**config.mk**
```make
export PLATFORM = sky130hd
export DESIGN_NAME = wheel_speed_weighted_average
export DESIGN_NICKNAME = d
export VERILOG_FILES = /design/src/rtl/core/wsa_pkg.sv /design/src/rtl/core/wsa_divider.sv /design/src/rtl/core/wsa_ring_mem.sv /design/src/rtl/core/wheel_speed_weighted_average.sv
export SDC_FILE = /design/constraint.sdc
export NUM_CORES = 2
export LEC_CHECK = 0
export ABC_AREA = 1
export BUFFER_PORTS_ARGS = -buffer_cell sky130_fd_sc_hd__buf_4
export CORE_ASPECT_RATIO = 0.6
export CORE_MARGIN = 2
export CORE_UTILIZATION = 53
export DETAILED_ROUTE_END_ITERATION = 10
export PLACE_DENSITY = 0.74
export SLEW_MARGIN = 20
export SYNTH_ARGS = -nofsm -noshare
export SYNTH_HDL_FRONTEND = slang
export SYNTH_HIERARCHICAL = 1
export SYNTH_SLANG_ARGS = --single-unit
```
**constraint.sdc**
```tcl
create_clock -name clock -period 18.8 [get_ports clock]
set_input_delay 0.94 -clock clock [delete_from_list [all_inputs] [get_ports clock]]
set_output_delay 0.94 -clock clock [all_outputs]
set_load 0.005 [all_outputs]
```
**src/rtl/core/wsa_pkg.sv**
```systemverilog
// Shared types and constants for the wheel speed weighted average block.
// Used by every module under rtl/core; depends on nothing.
package wsa_pkg;

   localparam int DIVIDEND_W  = 32;   // capture count
   localparam int DIVISOR_W   = 8;    // cycles per microsecond setting
   localparam int RING_AW_MAX = 9;    // address bits for 8 wheels x 64 teeth

   // Configuration register indexes
   localparam logic [1:0] CSR_CYCLES_PER_US = 2'd0;
   localparam logic [1:0] CSR_TIMEOUT_MS    = 2'd1;
   localparam logic [1:0] CSR_READ_PERIOD   = 2'd2;

   // Input item commands
   localparam logic CMD_EDGE = 1'b0;
   localparam logic CMD_TICK = 1'b1;

   typedef struct packed {
      logic        command;
      logic [2:0]  wheel;
      logic [31:0] capture_cycles;
   } req_item_type;

   typedef struct packed {
      logic [2:0]  report_wheel;
      logic [31:0] edge_total;
      logic [31:0] last_interval_us;
      logic [31:0] average_interval_us;
      logic        is_stopped;
      logic        last_of_run;
   } rsp_item_type;

   // Ring memory access from the controller
   typedef struct packed {
      logic                   rd_en;
      logic [RING_AW_MAX-1:0] rd_addr;
      logic                   wr_en;
      logic [RING_AW_MAX-1:0] wr_addr;
      logic [31:0]            wr_data;
   } ring_cmd_type;

endpackage

```
**src/rtl/core/wsa_divider.sv**
```systemverilog
// Restoring divider, one quotient bit per cycle.
// Depends on wsa_pkg for the operand widths.
module wsa_divider (
   input  logic                            clock,
   input  logic                            reset,
   input  logic                            start,
   input  logic [wsa_pkg::DIVIDEND_W-1:0]  dividend,
   input  logic [wsa_pkg::DIVISOR_W-1:0]   divisor,
   output logic                            busy,
   output logic [wsa_pkg::DIVIDEND_W-1:0]  quotient
);
   import wsa_pkg::*;

   localparam int CW = $clog2(DIVIDEND_W + 1);

   logic                  busy_ff, busy_in;
   logic [CW-1:0]         count_ff, count_in;
   logic [DIVIDEND_W-1:0] quot_ff, quot_in;
   logic [DIVISOR_W-1:0]  rem_ff, rem_in;
   logic [DIVISOR_W-1:0]  dvs_ff, dvs_in;
   logic [DIVISOR_W:0]    trial;

   // Operand load on start, otherwise one shift-subtract step while busy
   always_comb begin
      busy_in  = busy_ff;
      count_in = count_ff;
      quot_in  = quot_ff;
      rem_in   = rem_ff;
      dvs_in   = dvs_ff;
      trial    = {rem_ff, quot_ff[DIVIDEND_W-1]};
      if (start) begin
         busy_in  = 1'b1;
         count_in = CW'(DIVIDEND_W);
         quot_in  = dividend;
         rem_in   = '0;
         dvs_in   = divisor;
      end else if (busy_ff) begin
         if (trial >= {1'b0, dvs_ff}) begin
            rem_in = DIVISOR_W'(trial - {1'b0, dvs_ff});
            quot_in = {quot_ff[DIVIDEND_W-2:0], 1'b1};
         end else begin
            rem_in = trial[DIVISOR_W-1:0];
            quot_in = {quot_ff[DIVIDEND_W-2:0], 1'b0};
         end
         count_in = count_ff - CW'(1);
         if (count_ff == CW'(1)) begin
            busy_in = 1'b0;
         end
      end
   end

   always_ff @(posedge clock) begin
      if (reset) begin
         busy_ff  <= 1'b0;
         count_ff <= '0;
      end else begin
         busy_ff  <= busy_in;
         count_ff <= count_in;
      end
      quot_ff <= quot_in;
      rem_ff  <= rem_in;
      dvs_ff  <= dvs_in;
   end

   assign busy     = busy_ff;
   assign quotient = quot_ff;

endmodule

```
**src/rtl/core/wsa_ring_mem.sv**
```systemverilog
// Interval ring storage for all wheels: one write and one registered read port.
// Clears itself after reset, one entry a cycle. Depends on wsa_pkg.
module wsa_ring_mem #(
   parameter int DEPTH = 32
) (
   input  logic                  clock,
   input  logic                  reset,
   input  wsa_pkg::ring_cmd_type cmd,
   output logic [31:0]           rd_data,
   output logic                  clearing
);
   import wsa_pkg::*;

   localparam int AW = (DEPTH > 1) ? $clog2(DEPTH) : 1;

   logic [31:0]   mem [DEPTH];
   logic [31:0]   rd_data_ff;
   logic [AW:0]   clr_cnt_ff, clr_cnt_in;
   logic          clr_busy;

   assign clr_busy   = (clr_cnt_ff < (AW+1)'(DEPTH));
   assign clr_cnt_in = clr_busy ? clr_cnt_ff + (AW+1)'(1) : clr_cnt_ff;

   // Clearing sweep counter
   always_ff @(posedge clock) begin
      if (reset) begin
         clr_cnt_ff <= '0;
      end else begin
         clr_cnt_ff <= clr_cnt_in;
      end
   end

   // Storage: sweep writes zero, otherwise the controller writes
   always_ff @(posedge clock) begin
      if (clr_busy) begin
         mem[clr_cnt_ff[AW-1:0]] <= '0;
      end else if (cmd.wr_en) begin
         mem[cmd.wr_addr[AW-1:0]] <= cmd.wr_data;
      end
      if (cmd.rd_en) begin
         rd_data_ff <= mem[cmd.rd_addr[AW-1:0]];
      end
   end

   assign rd_data  = rd_data_ff;
   assign clearing = clr_busy;

endmodule

```
**src/rtl/core/wheel_speed_weighted_average.sv**
```systemverilog
// Wheel speed tracker: tooth-edge and millisecond-tick items in, one report per wheel
// on each due report run out. An edge on a tracked wheel runs a 32-step serial divide
// of the capture count by cycles_per_microsecond, then ring write and sum update; an
// edge on a disregarded or out-of-range wheel is handled straight from idle. A tick
// checks whether a report run is due; if so, each wheel in turn has a ring read, a
// four-step reciprocal multiply of the weighted sum and a result load, which waits
// while the result register is held by the receiver. After reset the ring memory is
// cleared before the first item is taken.
// Depends on wsa_pkg, wsa_divider, wsa_ring_mem.
module wheel_speed_weighted_average #(
   parameter int WHEEL_COUNT = 2,
   parameter int TOOTH_COUNT = 16
) (
   input  logic                  clock,
   input  logic                  reset,
   input  logic                  req_valid,
   output logic                  req_ready,
   input  wsa_pkg::req_item_type req_data,
   output logic                  rsp_valid,
   input  logic                  rsp_ready,
   output wsa_pkg::rsp_item_type rsp_data,
   input  logic                  csr_write_enable,
   input  logic [1:0]            csr_index,
   input  logic [15:0]           csr_write_data
);
   import wsa_pkg::*;

   localparam int DEPTH  = WHEEL_COUNT * TOOTH_COUNT;
   localparam int AW     = (DEPTH > 1) ? $clog2(DEPTH) : 1;
   localparam int WW     = (WHEEL_COUNT > 1) ? $clog2(WHEEL_COUNT) : 1;
   localparam int PW     = $clog2(TOOTH_COUNT);
   localparam int WEIGHT_TOTAL = TOOTH_COUNT * (TOOTH_COUNT + 1) / 2;
   // Reciprocal of the weight total, exact floor for any 48-bit weighted sum
   localparam int RK     = 48 + $clog2(WEIGHT_TOTAL);
   localparam logic [63:0] RECIP =
      ((64'd1 << RK) + 64'(WEIGHT_TOTAL - 1)) / 64'(WEIGHT_TOTAL);

   typedef enum logic [2:0] {
      ST_IDLE, ST_E_DIV, ST_E_MUL, ST_E_ACC, ST_T_CHK, ST_R_START, ST_R_MUL, ST_R_OUT
   } state_type;

   state_type     state_ff, state_in;
   logic [7:0]    cpu_ff, cpu_in;
   logic [15:0]   timeout_ff, timeout_in;
   logic [15:0]   period_ff, period_in;
   logic [31:0]   now_ff, now_in;
   logic [31:0]   last_rep_ff, last_rep_in;
   logic [31:0]   count_ff    [WHEEL_COUNT];
   logic [31:0]   count_in    [WHEEL_COUNT];
   logic [PW-1:0] pos_ff      [WHEEL_COUNT];
   logic [PW-1:0] pos_in      [WHEEL_COUNT];
   logic [47:0]   wsum_ff     [WHEEL_COUNT];
   logic [47:0]   wsum_in     [WHEEL_COUNT];
   logic [39:0]   win_ff      [WHEEL_COUNT];
   logic [39:0]   win_in      [WHEEL_COUNT];
   logic          ign_ff      [WHEEL_COUNT];
   logic          ign_in      [WHEEL_COUNT];
   logic [31:0]   ledge_ff    [WHEEL_COUNT];
   logic [31:0]   ledge_in    [WHEEL_COUNT];
   logic [WW-1:0] w_ff, w_in;
   logic [31:0]   interval_ff, interval_in;
   logic [31:0]   dropped_ff, dropped_in;
   logic [38:0]   prod_ff, prod_in;
   logic [1:0]    mul_cnt_ff, mul_cnt_in;
   logic [97:0]   acc_ff, acc_in;
   logic          rsp_valid_ff, rsp_valid_in;
   rsp_item_type  rsp_ff, rsp_in;

   ring_cmd_type          ring_cmd;
   logic [31:0]           ring_rd;
   logic                  clearing;
   logic                  div_start;
   logic [DIVIDEND_W-1:0] div_dividend;
   logic [DIVISOR_W-1:0]  div_divisor;
   logic                  div_busy;
   logic [DIVIDEND_W-1:0] div_quot;
   logic                  accept;
   logic                  rsp_free;
   logic                  timed_out;
   logic [PW-1:0]         last_pos;
   logic [23:0]           mul_a;
   logic [24:0]           mul_b;
   logic [48:0]           mul_pp;
   logic [97:0]           mul_term;

   assign req_ready = (state_ff == ST_IDLE) && !clearing;
   assign accept    = req_valid && req_ready;
   assign rsp_free  = !rsp_valid_ff || rsp_ready;
   assign timed_out = (ledge_ff[w_ff] + {16'd0, timeout_ff}) < now_ff;
   assign last_pos  = (pos_ff[w_ff] == '0) ? PW'(TOOTH_COUNT - 1)
                                           : pos_ff[w_ff] - PW'(1);

   // Partial product of weighted sum and reciprocal, one 24x25 slice per step
   assign mul_a    = mul_cnt_ff[0] ? wsum_ff[w_ff][47:24] : wsum_ff[w_ff][23:0];
   assign mul_b    = mul_cnt_ff[1] ? RECIP[49:25] : RECIP[24:0];
   assign mul_pp   = 49'(mul_a) * 49'(mul_b);
   assign mul_term = 98'(mul_pp) << ((mul_cnt_ff[0] ? 24 : 0) + (mul_cnt_ff[1] ? 25 : 0));

   wsa_divider u_div (
      .clock    (clock),
      .reset    (reset),
      .start    (div_start),
      .dividend (div_dividend),
      .divisor  (div_divisor),
      .busy     (div_busy),
      .quotient (div_quot)
   );

   wsa_ring_mem #(.DEPTH(DEPTH)) u_ring (
      .clock    (clock),
      .reset    (reset),
      .cmd      (ring_cmd),
      .rd_data  (ring_rd),
      .clearing (clearing)
   );

   // Control sequencer and next-state logic
   always_comb begin
      state_in     = state_ff;
      cpu_in       = cpu_ff;
      timeout_in   = timeout_ff;
      period_in    = period_ff;
      now_in       = now_ff;
      last_rep_in  = last_rep_ff;
      count_in     = count_ff;
      pos_in       = pos_ff;
      wsum_in      = wsum_ff;
      win_in       = win_ff;
      ign_in       = ign_ff;
      ledge_in     = ledge_ff;
      w_in         = w_ff;
      interval_in  = interval_ff;
      dropped_in   = dropped_ff;
      prod_in      = prod_ff;
      mul_cnt_in   = mul_cnt_ff;
      acc_in       = acc_ff;
      rsp_valid_in = rsp_valid_ff && !rsp_ready;
      rsp_in       = rsp_ff;
      ring_cmd     = '0;
      div_start    = 1'b0;
      div_dividend = '0;
      div_divisor  = '0;

      // Configuration writes
      if (csr_write_enable) begin
         case (csr_index)
            CSR_CYCLES_PER_US: cpu_in     = csr_write_data[7:0];
            CSR_TIMEOUT_MS:    timeout_in = csr_write_data;
            CSR_READ_PERIOD:   period_in  = csr_write_data;
            default: ;
         endcase
      end

      case (state_ff)
         ST_IDLE: begin
            if (accept) begin
               if (req_data.command == CMD_TICK) begin
                  now_in   = now_ff + 32'd1;
                  state_in = ST_T_CHK;
               end else if (32'(req_data.wheel) < 32'(WHEEL_COUNT)) begin
                  w_in = WW'(req_data.wheel);
                  if (ign_ff[WW'(req_data.wheel)]) begin
                     // Disregarded wheel: restart its statistics
                     count_in[WW'(req_data.wheel)] = '0;
                     pos_in[WW'(req_data.wheel)]   = '0;
                     wsum_in[WW'(req_data.wheel)]  = '0;
                     win_in[WW'(req_data.wheel)]   = '0;
                     ledge_in[WW'(req_data.wheel)] = now_ff;
                  end else begin
                     div_start    = 1'b1;
                     div_dividend = req_data.capture_cycles;
                     div_divisor  = (cpu_ff == 8'd0) ? DIVISOR_W'(1) : DIVISOR_W'(cpu_ff);
                     ring_cmd.rd_en   = 1'b1;
                     ring_cmd.rd_addr = RING_AW_MAX'(AW'(
                        int'(req_data.wheel) * TOOTH_COUNT
                        + int'(pos_ff[WW'(req_data.wheel)])));
                     state_in = ST_E_DIV;
                  end
               end
            end
         end
         ST_E_DIV: begin
            if (!div_busy) begin
               interval_in = div_quot[31:0];
               state_in    = ST_E_MUL;
            end
         end
         ST_E_MUL: begin
            // Weighted newest sample, oldest sample leaving the window
            prod_in    = 39'(interval_ff) * 39'(TOOTH_COUNT);
            dropped_in = (count_ff[w_ff] < 32'(TOOTH_COUNT)) ? 32'd0 : ring_rd;
            ring_cmd.wr_en   = 1'b1;
            ring_cmd.wr_addr = RING_AW_MAX'(AW'(int'(w_ff) * TOOTH_COUNT
                                                + int'(pos_ff[w_ff])));
            ring_cmd.wr_data = interval_ff;
            state_in = ST_E_ACC;
         end
         ST_E_ACC: begin
            wsum_in[w_ff]  = wsum_ff[w_ff] + 48'(prod_ff) - 48'(win_ff[w_ff]);
            win_in[w_ff]   = win_ff[w_ff] + 40'(interval_ff) - 40'(dropped_ff);
            count_in[w_ff] = count_ff[w_ff] + 32'd1;
            pos_in[w_ff]   = (pos_ff[w_ff] == PW'(TOOTH_COUNT - 1)) ? '0
                                                                     : pos_ff[w_ff] + PW'(1);
            ledge_in[w_ff] = now_ff;
            state_in       = ST_IDLE;
         end
         ST_T_CHK: begin
            if ((last_rep_ff + {16'd0, period_ff}) < now_ff) begin
               last_rep_in = now_ff;
               w_in        = '0;
               state_in    = ST_R_START;
            end else begin
               state_in = ST_IDLE;
            end
         end
         ST_R_START: begin
            acc_in     = '0;
            mul_cnt_in = '0;
            ring_cmd.rd_en   = 1'b1;
            ring_cmd.rd_addr = RING_AW_MAX'(AW'(int'(w_ff) * TOOTH_COUNT
               + ((count_ff[w_ff] == 32'd0) ? 0 : int'(last_pos))));
            state_in = ST_R_MUL;
         end
         ST_R_MUL: begin
            // Weighted sum times reciprocal, one slice a cycle
            acc_in     = acc_ff + mul_term;
            mul_cnt_in = mul_cnt_ff + 2'd1;
            if (mul_cnt_ff == 2'd3) begin
               state_in = ST_R_OUT;
            end
         end
         ST_R_OUT: begin
            if (rsp_free) begin
               rsp_valid_in            = 1'b1;
               rsp_in.report_wheel     = 3'(w_ff);
               rsp_in.edge_total       = count_ff[w_ff];
               rsp_in.last_interval_us = ring_rd;
               rsp_in.average_interval_us =
                  (count_ff[w_ff] >= 32'(TOOTH_COUNT)) ? acc_ff[RK +: 32] : 32'd0;
               rsp_in.is_stopped       = timed_out || (count_ff[w_ff] == 32'd0);
               rsp_in.last_of_run      = (32'(w_ff) == 32'(WHEEL_COUNT - 1));
               ign_in[w_ff]            = timed_out;
               if (32'(w_ff) == 32'(WHEEL_COUNT - 1)) begin
                  state_in = ST_IDLE;
               end else begin
                  w_in     = w_ff + WW'(1);
                  state_in = ST_R_START;
               end
            end
         end
         default: state_in = ST_IDLE;
      endcase
   end

   always_ff @(posedge clock) begin
      if (reset) begin
         state_ff     <= ST_IDLE;
         cpu_ff       <= 8'd12;
         timeout_ff   <= 16'd100;
         period_ff    <= 16'd10;
         now_ff       <= '0;
         last_rep_ff  <= '0;
         rsp_valid_ff <= 1'b0;
         for (int i = 0; i < WHEEL_COUNT; i++) begin
            count_ff[i] <= '0;
            pos_ff[i]   <= '0;
            wsum_ff[i]  <= '0;
            win_ff[i]   <= '0;
            ign_ff[i]   <= 1'b0;
            ledge_ff[i] <= '0;
         end
      end else begin
         state_ff     <= state_in;
         cpu_ff       <= cpu_in;
         timeout_ff   <= timeout_in;
         period_ff    <= period_in;
         now_ff       <= now_in;
         last_rep_ff  <= last_rep_in;
         rsp_valid_ff <= rsp_valid_in;
         count_ff     <= count_in;
         pos_ff       <= pos_in;
         wsum_ff      <= wsum_in;
         win_ff       <= win_in;
         ign_ff       <= ign_in;
         ledge_ff     <= ledge_in;
      end
      w_ff        <= w_in;
      interval_ff <= interval_in;
      dropped_ff  <= dropped_in;
      prod_ff     <= prod_in;
      mul_cnt_ff  <= mul_cnt_in;
      acc_ff      <= acc_in;
      rsp_ff      <= rsp_in;
   end

   assign rsp_valid = rsp_valid_ff;
   assign rsp_data  = rsp_ff;

`ifndef SYNTHESIS
   // The divider is never left running when a new item may enter
   a_idle_div: assert property (@(posedge clock) disable iff (reset)
      req_ready |-> !div_busy)
      else $error("divider busy while taking an item");

   // No item is taken during the ring clearing sweep
   a_clear_block: assert property (@(posedge clock) disable iff (reset)
      clearing |-> !req_ready)
      else $error("item taken during ring clear");

   // The run marker goes only with the highest wheel
   a_last_wheel: assert property (@(posedge clock) disable iff (reset)
      rsp_valid && rsp_data.last_of_run |-> 32'(rsp_data.report_wheel) == 32'(WHEEL_COUNT - 1))
      else $error("last_of_run on wrong wheel");
`endif

endmodule

```
# Word level (Yosys, flattened, before mapping)
# Memory sizes are Yosys's and may differ from the RTL's. A register that Yosys moved wholly into a read port is not among the register bits.
# Index checks and enable logic that the tools add are counted.
dict set report totals {
  register_bits 778
  ramBits 1024
  inputBits 59
  out_inout_bits 103
  wordCells 274
  n_memories 1
}
# name depth width read_ports rd_clocked_by_memory_dff wr line
set memory_table {}
lappend memory_table {u_ring.mem 32 32 1 1 1 wsa_ring_mem.sv:16} ;# logic [31:0] mem [DEPTH];
dict set report op_classes {
  n_addsub 20
  n_mul 1
  magnitude_cmp 11
  eq_ne 22
  n_shift 1
  n_mux 133
  n_bitwise 14
  n_reduce_logical 33
}
# cell n
set op_table {}
lappend op_table {{2-to-1 mux 32 bit} 16}
lappend op_table {{2-to-1 mux 64 bit} 8}
lappend op_table {{2-to-1 mux 96 bit} 4}
lappend op_table {{2-to-1 mux 80 bit} 4}
lappend op_table {{case mux 64 bit (2 select lines)} 2}
lappend op_table {{2-to-1 mux 48 bit} 5}
lappend op_table {{2-to-1 mux 40 bit} 5}
lappend op_table {{case mux 98 bit (2 select lines)} 1}
lappend op_table {{bitwise mux 64 bit} 3}
lappend op_table {{case mux 96 bit (2 select lines)} 1}
lappend op_table {{case mux 80 bit (2 select lines)} 1}
lappend op_table {{adder 98 bit} 1}
lappend op_table {{<< shifter 49 x 6 -> 98 bit} 1}
lappend op_table {{bitwise AND 96 bit} 1}
lappend op_table {{bitwise mux 96 bit} 1}
lappend op_table {{demux 48 bit (select 1 bit)} 2}
lappend op_table {{inverter 96 bit} 1}
lappend op_table {{bitwise AND 80 bit} 1}
lappend op_table {{bitwise mux 80 bit} 1}
lappend op_table {{demux 40 bit (select 1 bit)} 2}
lappend op_table {{inverter 80 bit} 1}
lappend op_table {{adder 32 x 1 -> 32 bit, second input constant} 2}
lappend op_table {{adder 32 x 16 -> 32 bit} 2}
lappend op_table {{bitwise AND 64 bit} 1}
lappend op_table {{other kinds (76)} 168}

# Depth between registers and ports, before layout
dict set report logic_depth {
  word_depth 12
  depth_mapped 58
}

# Modules after synthesis
# The synthesis kept the hierarchy.
# mod instances cells_per_inst area_each_um2 seq_area_each_um2
set modules_own_cells {}
lappend modules_own_cells {wheel_speed_weighted_average 1 8395 59809.9 16976.3}
lappend modules_own_cells {wsa_ring_mem 1 3652 43329.1 31830.5}
lappend modules_own_cells {wsa_divider 1 320 2740.1 1501.4}

# Worst setup path after synthesis
# Ideal clock, no wire load.
dict set report synth_timing {
  path_kind {register -> register}
  startpoint {reg w_ff}
  endpoint {reg acc_ff[80], data pin}
  setup_time_ns 0.253
  arrival_time_ns 9.165
  required_time_ns 18.547
  slack_ns 9.383
  path_stages_with_launch 50
  n_path_buf 4
  synth_period_minus_slack_ns 9.417
  path_cell_list {edfxtp_1 buf_4 buf_4 buf_6 buf_4 o21ai_0 inv_1 o21ai_0 fa_1 fa_1 inv_1 fa_1 inv_1 fa_1 inv_1 fa_1 fa_1 inv_1 (+14 left out) o21ai_0 nor2_1 ha_1 nand2_1 nor2_1 inv_1 nor2_1 inv_1 nor2_1 inv_1 o21ai_0 nand3_1 nand2_1 nand2_1 nand2_1 nand2_1 nand2_1 nor2_1}
}
dict set report synth_via {
  elab_chain_len 9
}
# item line
set synth_lines {}
lappend synth_lines {{start, declared} wheel_speed_weighted_average.sv:60} ;# logic [WW-1:0] w_ff, w_in;
lappend synth_lines {{start signal, assigned} wheel_speed_weighted_average.sv:287} ;# w_ff <= w_in;
lappend synth_lines {{inverter 1 -> 2 bit (not written as such)} wheel_speed_weighted_average.sv:94} ;# assign mul_a = mul_cnt_ff[0] ? wsum_ff[w_ff][47:24] : wsum_ff[w_ff][23:0];
lappend synth_lines {{2-to-1 mux 48 bit (not written as such) (3 in a row)} wheel_speed_weighted_average.sv:94}
lappend synth_lines {{2-to-1 mux 24 bit} wheel_speed_weighted_average.sv:94}
lappend synth_lines {{multiplier 24 x 25 -> 49 bit} wheel_speed_weighted_average.sv:96} ;# assign mul_pp = 49'(mul_a) * 49'(mul_b);
lappend synth_lines {{<< shifter 49 x 6 -> 98 bit} wheel_speed_weighted_average.sv:97} ;# assign mul_term = 98'(mul_pp) << ((mul_cnt_ff[0] ? 24 : 0) + (mul_cnt_ff[1] ? 25 : 0));
lappend synth_lines {{adder 98 bit} wheel_speed_weighted_average.sv:226} ;# acc_in = acc_ff + mul_term;
lappend synth_lines {{case mux 98 bit (2 select lines)} wheel_speed_weighted_average.sv:154} ;# case (state_ff)
lappend synth_lines {{end signal, assigned} wheel_speed_weighted_average.sv:292} ;# acc_ff <= acc_in;
lappend synth_lines {{end, declared} wheel_speed_weighted_average.sv:65} ;# logic [97:0] acc_ff, acc_in;
# Every way passes these cells. The select of a mux whose other input is x is not followed.
# A chain may end at the register's enable or synchronous reset.

# Worst setup path in the final report
dict set report layout_timing {
  startpoint {reg w_ff}
  endpoint {reg acc_ff[81], data pin}
}
# The elaborated chain is that of the path after synthesis.

==> metrics <==
worst setup margin 5.70 ns; worst slew pin tran 1.25 ns; dominant synthesized flop cell edfxtp_1; sequential power share 0.536; Initial Util 0.532; net switching power 1740 uW; Vias/cell 5.96; total grt overflow 0; Net Sw Frac 0.216; WL final 377000 um; first-pass GRT wire length 547000 um; Hold-fix buffers, CTS 0; CTS Buf Count 177; WHS Path Cells 3; skew final 0.107 ns; DIE AREA 203000 sq um; P_leak 0.0496 uW; fin area 115000 sq um; GR Util met3 0.128; unrepaired setup endpoints after global routing false; Worst Hold Class input port to flop; wire per inst 24.9 um; CP Max Fanout 74; CP endpoint kind flop; Area growth syn-to-layout 8.42%; vias in the first global route 83231; fin cells 15153; status finished, final reports clean; gr busiest metal met1; io pins 162; area of the multi-input gates 47400 sq um; pre-CTS WS 6.22 ns; Internal 6300 uW; Cell Area, Synth 106000 sq um; CTS tree yes; GRT Overall Usage 0.362; CP Launch Type flop; fraction of layout cells with a size suffix above 1 0.0608; synth warn 6; DIE HEIGHT 350 um; clock root cell clkbuf_16; Resized Gates After CTS 0; R2R depth 48; crit path launch w_ff$_DFFE_PP_; Pins Over Slew Limit 0; Syn Inst Count 12367; final net count 13194; # H-tree levels 4; TritonRoute pass-1 iters 6; logic gate share of total power 0.022; Fin. Hold Viols 0; hold endpoint timeout_ff[9]$_SDFFE_PP0P_; cell mode on critical path inv_1; grt met1 use 0.577; Reg area 50300 sq um; CP max stage cell o21ai_0; met2 usage 0.460; CORE AREA 199000 sq um; peak supply drop 89.9 uV; antenna violations before repair 11; Core Util, Final 0.577; Worst slew margin 0.168; most common cell after layout, fill and taps aside nand2_1; EDFF count, synth 1380; total of max-cap violations 0; Placed Cells incl. Taps 14846; Crit Path Category flop to flop; postcts setup bufs 0; clk sink count 1823; HPWL Detailed 268000 um; WP data arrival 13.77 ns; dpl cell area 109000 sq um; post-synthesis area per instance 8.56 sq um; most frequent cells in the layout nand2_1 (3284), inv_1 (1518), edfxtp_1 (1380); pwr/cell area 70.0 nW/um^2; Clock Power Share 0.442; setup TNS 0 ns; clock latency on the worst-skew pair 0.90 ns; hold_sp csr_write_data[9]; Reg-to-Reg Start w_ff$_DFFE_PP_; clk slew on worst S/H paths 0.07 ns; Layout fillers 17422; initial DRC count 13129; largest stage delay on the critical path 0.93 ns; #FFs+latches synth 1823; share of synthesized registers carrying an async set or reset 0; largest net degree at the start of global routing 223; GP Congestion 1.09; r2r setup slk 5.70 ns; sequential element share of the synthesized area 0.475; count of cell types in the netlist 69; DRC violations left 0; number of nets with antenna violations after routing 0; FMAX 0.0763 GHz; quantity of I/O buffers inserted on ports 159; Final period util 0.697; Chip Width 581 um; Tmin final 13.10 ns; r2r endpoint acc_ff[81]$_SDFFCE_PN0P_; Longest Clk Path Bufs 4; Req. time, crit path 19.47 ns; Vias 90295; endpoints failing setup 0; Rows 127
## registers in the layout (all words and copies together), names as in the netlist, 64 cells and up
signal	flops
u_ring/mem	1024
rsp_data	98
wsum_ff	96
acc_ff	87
win_ff	80
count_ff	64
ledge_ff	64
## final cells by class
| type | instances | area share |
|---|---|---|
| clock buffers | 240 | 0.0423 |
| clock inverters | 65 | 0.00561 |
| flip-flops and latches | 1823 | 0.438 |
| well taps | 2644 | 0.0288 |
| multi-input cells | 8521 | 0.413 |
| repair buffers | 300 | 0.0205 |
| diodes | 2 | 0.0000436 |
| inverters | 1558 | 0.0513 |
## synthesized netlist by cell type, drive strengths merged, types with 15 or more instances
| library cell | n | area (sq um) |
|---|---|---|
| a31oi | 54 | 338 |
| nor4 | 34 | 238 |
| xor2 | 108 | 946 |
| o21ai | 554 | 2800 |
| o21bai | 55 | 413 |
| nor3 | 107 | 556 |
| a21oi | 803 | 4020 |
| buf | 306 | 2100 |
| nor2 | 972 | 3720 |
| nand3b | 37 | 278 |
| nand3 | 1295 | 6510 |
| o21a | 38 | 285 |
| ha | 490 | 6130 |
| fa | 264 | 5290 |
| or2 | 98 | 613 |
| mux2i | 60 | 601 |
| o211a | 15 | 150 |
| clkbuf | 163 | 612 |
| nand4 | 87 | 551 |
| xnor2 | 40 | 350 |
| inv | 1555 | 5850 |
| edfxtp | 1380 | 41400 |
| dfxtp | 443 | 8870 |
| nand2 | 3294 | 12400 |
| a21o | 29 | 218 |
## per-stage QoR
step                      power [uW]  hold slack [ns]
after global routing            8220            0.310
final                           8040            0.309
after detailed placement        4570            0.434
after floorplan                 4490            0.426
after CTS                       8060            0.275
after global placement          4560            0.431
## power groups by stage
stage,clock network [uW],registers (uW),logic [uW]
2_1_floorplan,0,4400,94.0
6_report,3550,4310,178
3_3_place_gp,0,4400,167
4_1_cts,3580,4310,171
5_1_grt,3720,4310,191
3_5_place_dp,0,4400,170
## worst max-delay path, delay by kind of cell, from the launching register on
family	cells	cell delay [ns]
simple gates	21	3.78
buf+inv	13	2.32
compound gates	5	1.81
flops	1	0.40
fa+ha+maj	9	4.53
## cells by family (layout without fill, tap and decap cells)
kind of cell / after synthesis / count (layout) / synth area share
buffers and inverters: 2027 / 2163 / 0.0809
adder cells (fa/ha/maj): 754 / 754 / 0.108
other: 2 / 8 / 0.0000709
flip-flops: 1823 / 1823 / 0.475
multiplexers: 60 / 60 / 0.00567
XOR/XNOR: 148 / 148 / 0.0122
AO/OA/AOI/OAI: 1606 / 1606 / 0.0819
AND/OR/NAND/NOR: 5947 / 5947 / 0.236
## how the worst max path moves through the flow
stage                                          end
after floorplan           acc_ff[80]$_SDFFCE_PN0P_
after global placement    acc_ff[81]$_SDFFCE_PN0P_
after detailed placement  acc_ff[81]$_SDFFCE_PN0P_
after CTS                 acc_ff[81]$_SDFFCE_PN0P_
after global routing      acc_ff[81]$_SDFFCE_PN0P_
final                     acc_ff[81]$_SDFFCE_PN0P_
## per-layer routing
layer	part of all wire	vias to the layer above
li1	-	40867
met1	0.45	43277
met2	0.37	5662
met3	0.16	481
met4	0.019	8
met5	0.00014	-
Power figures use the tool's default switching activity.
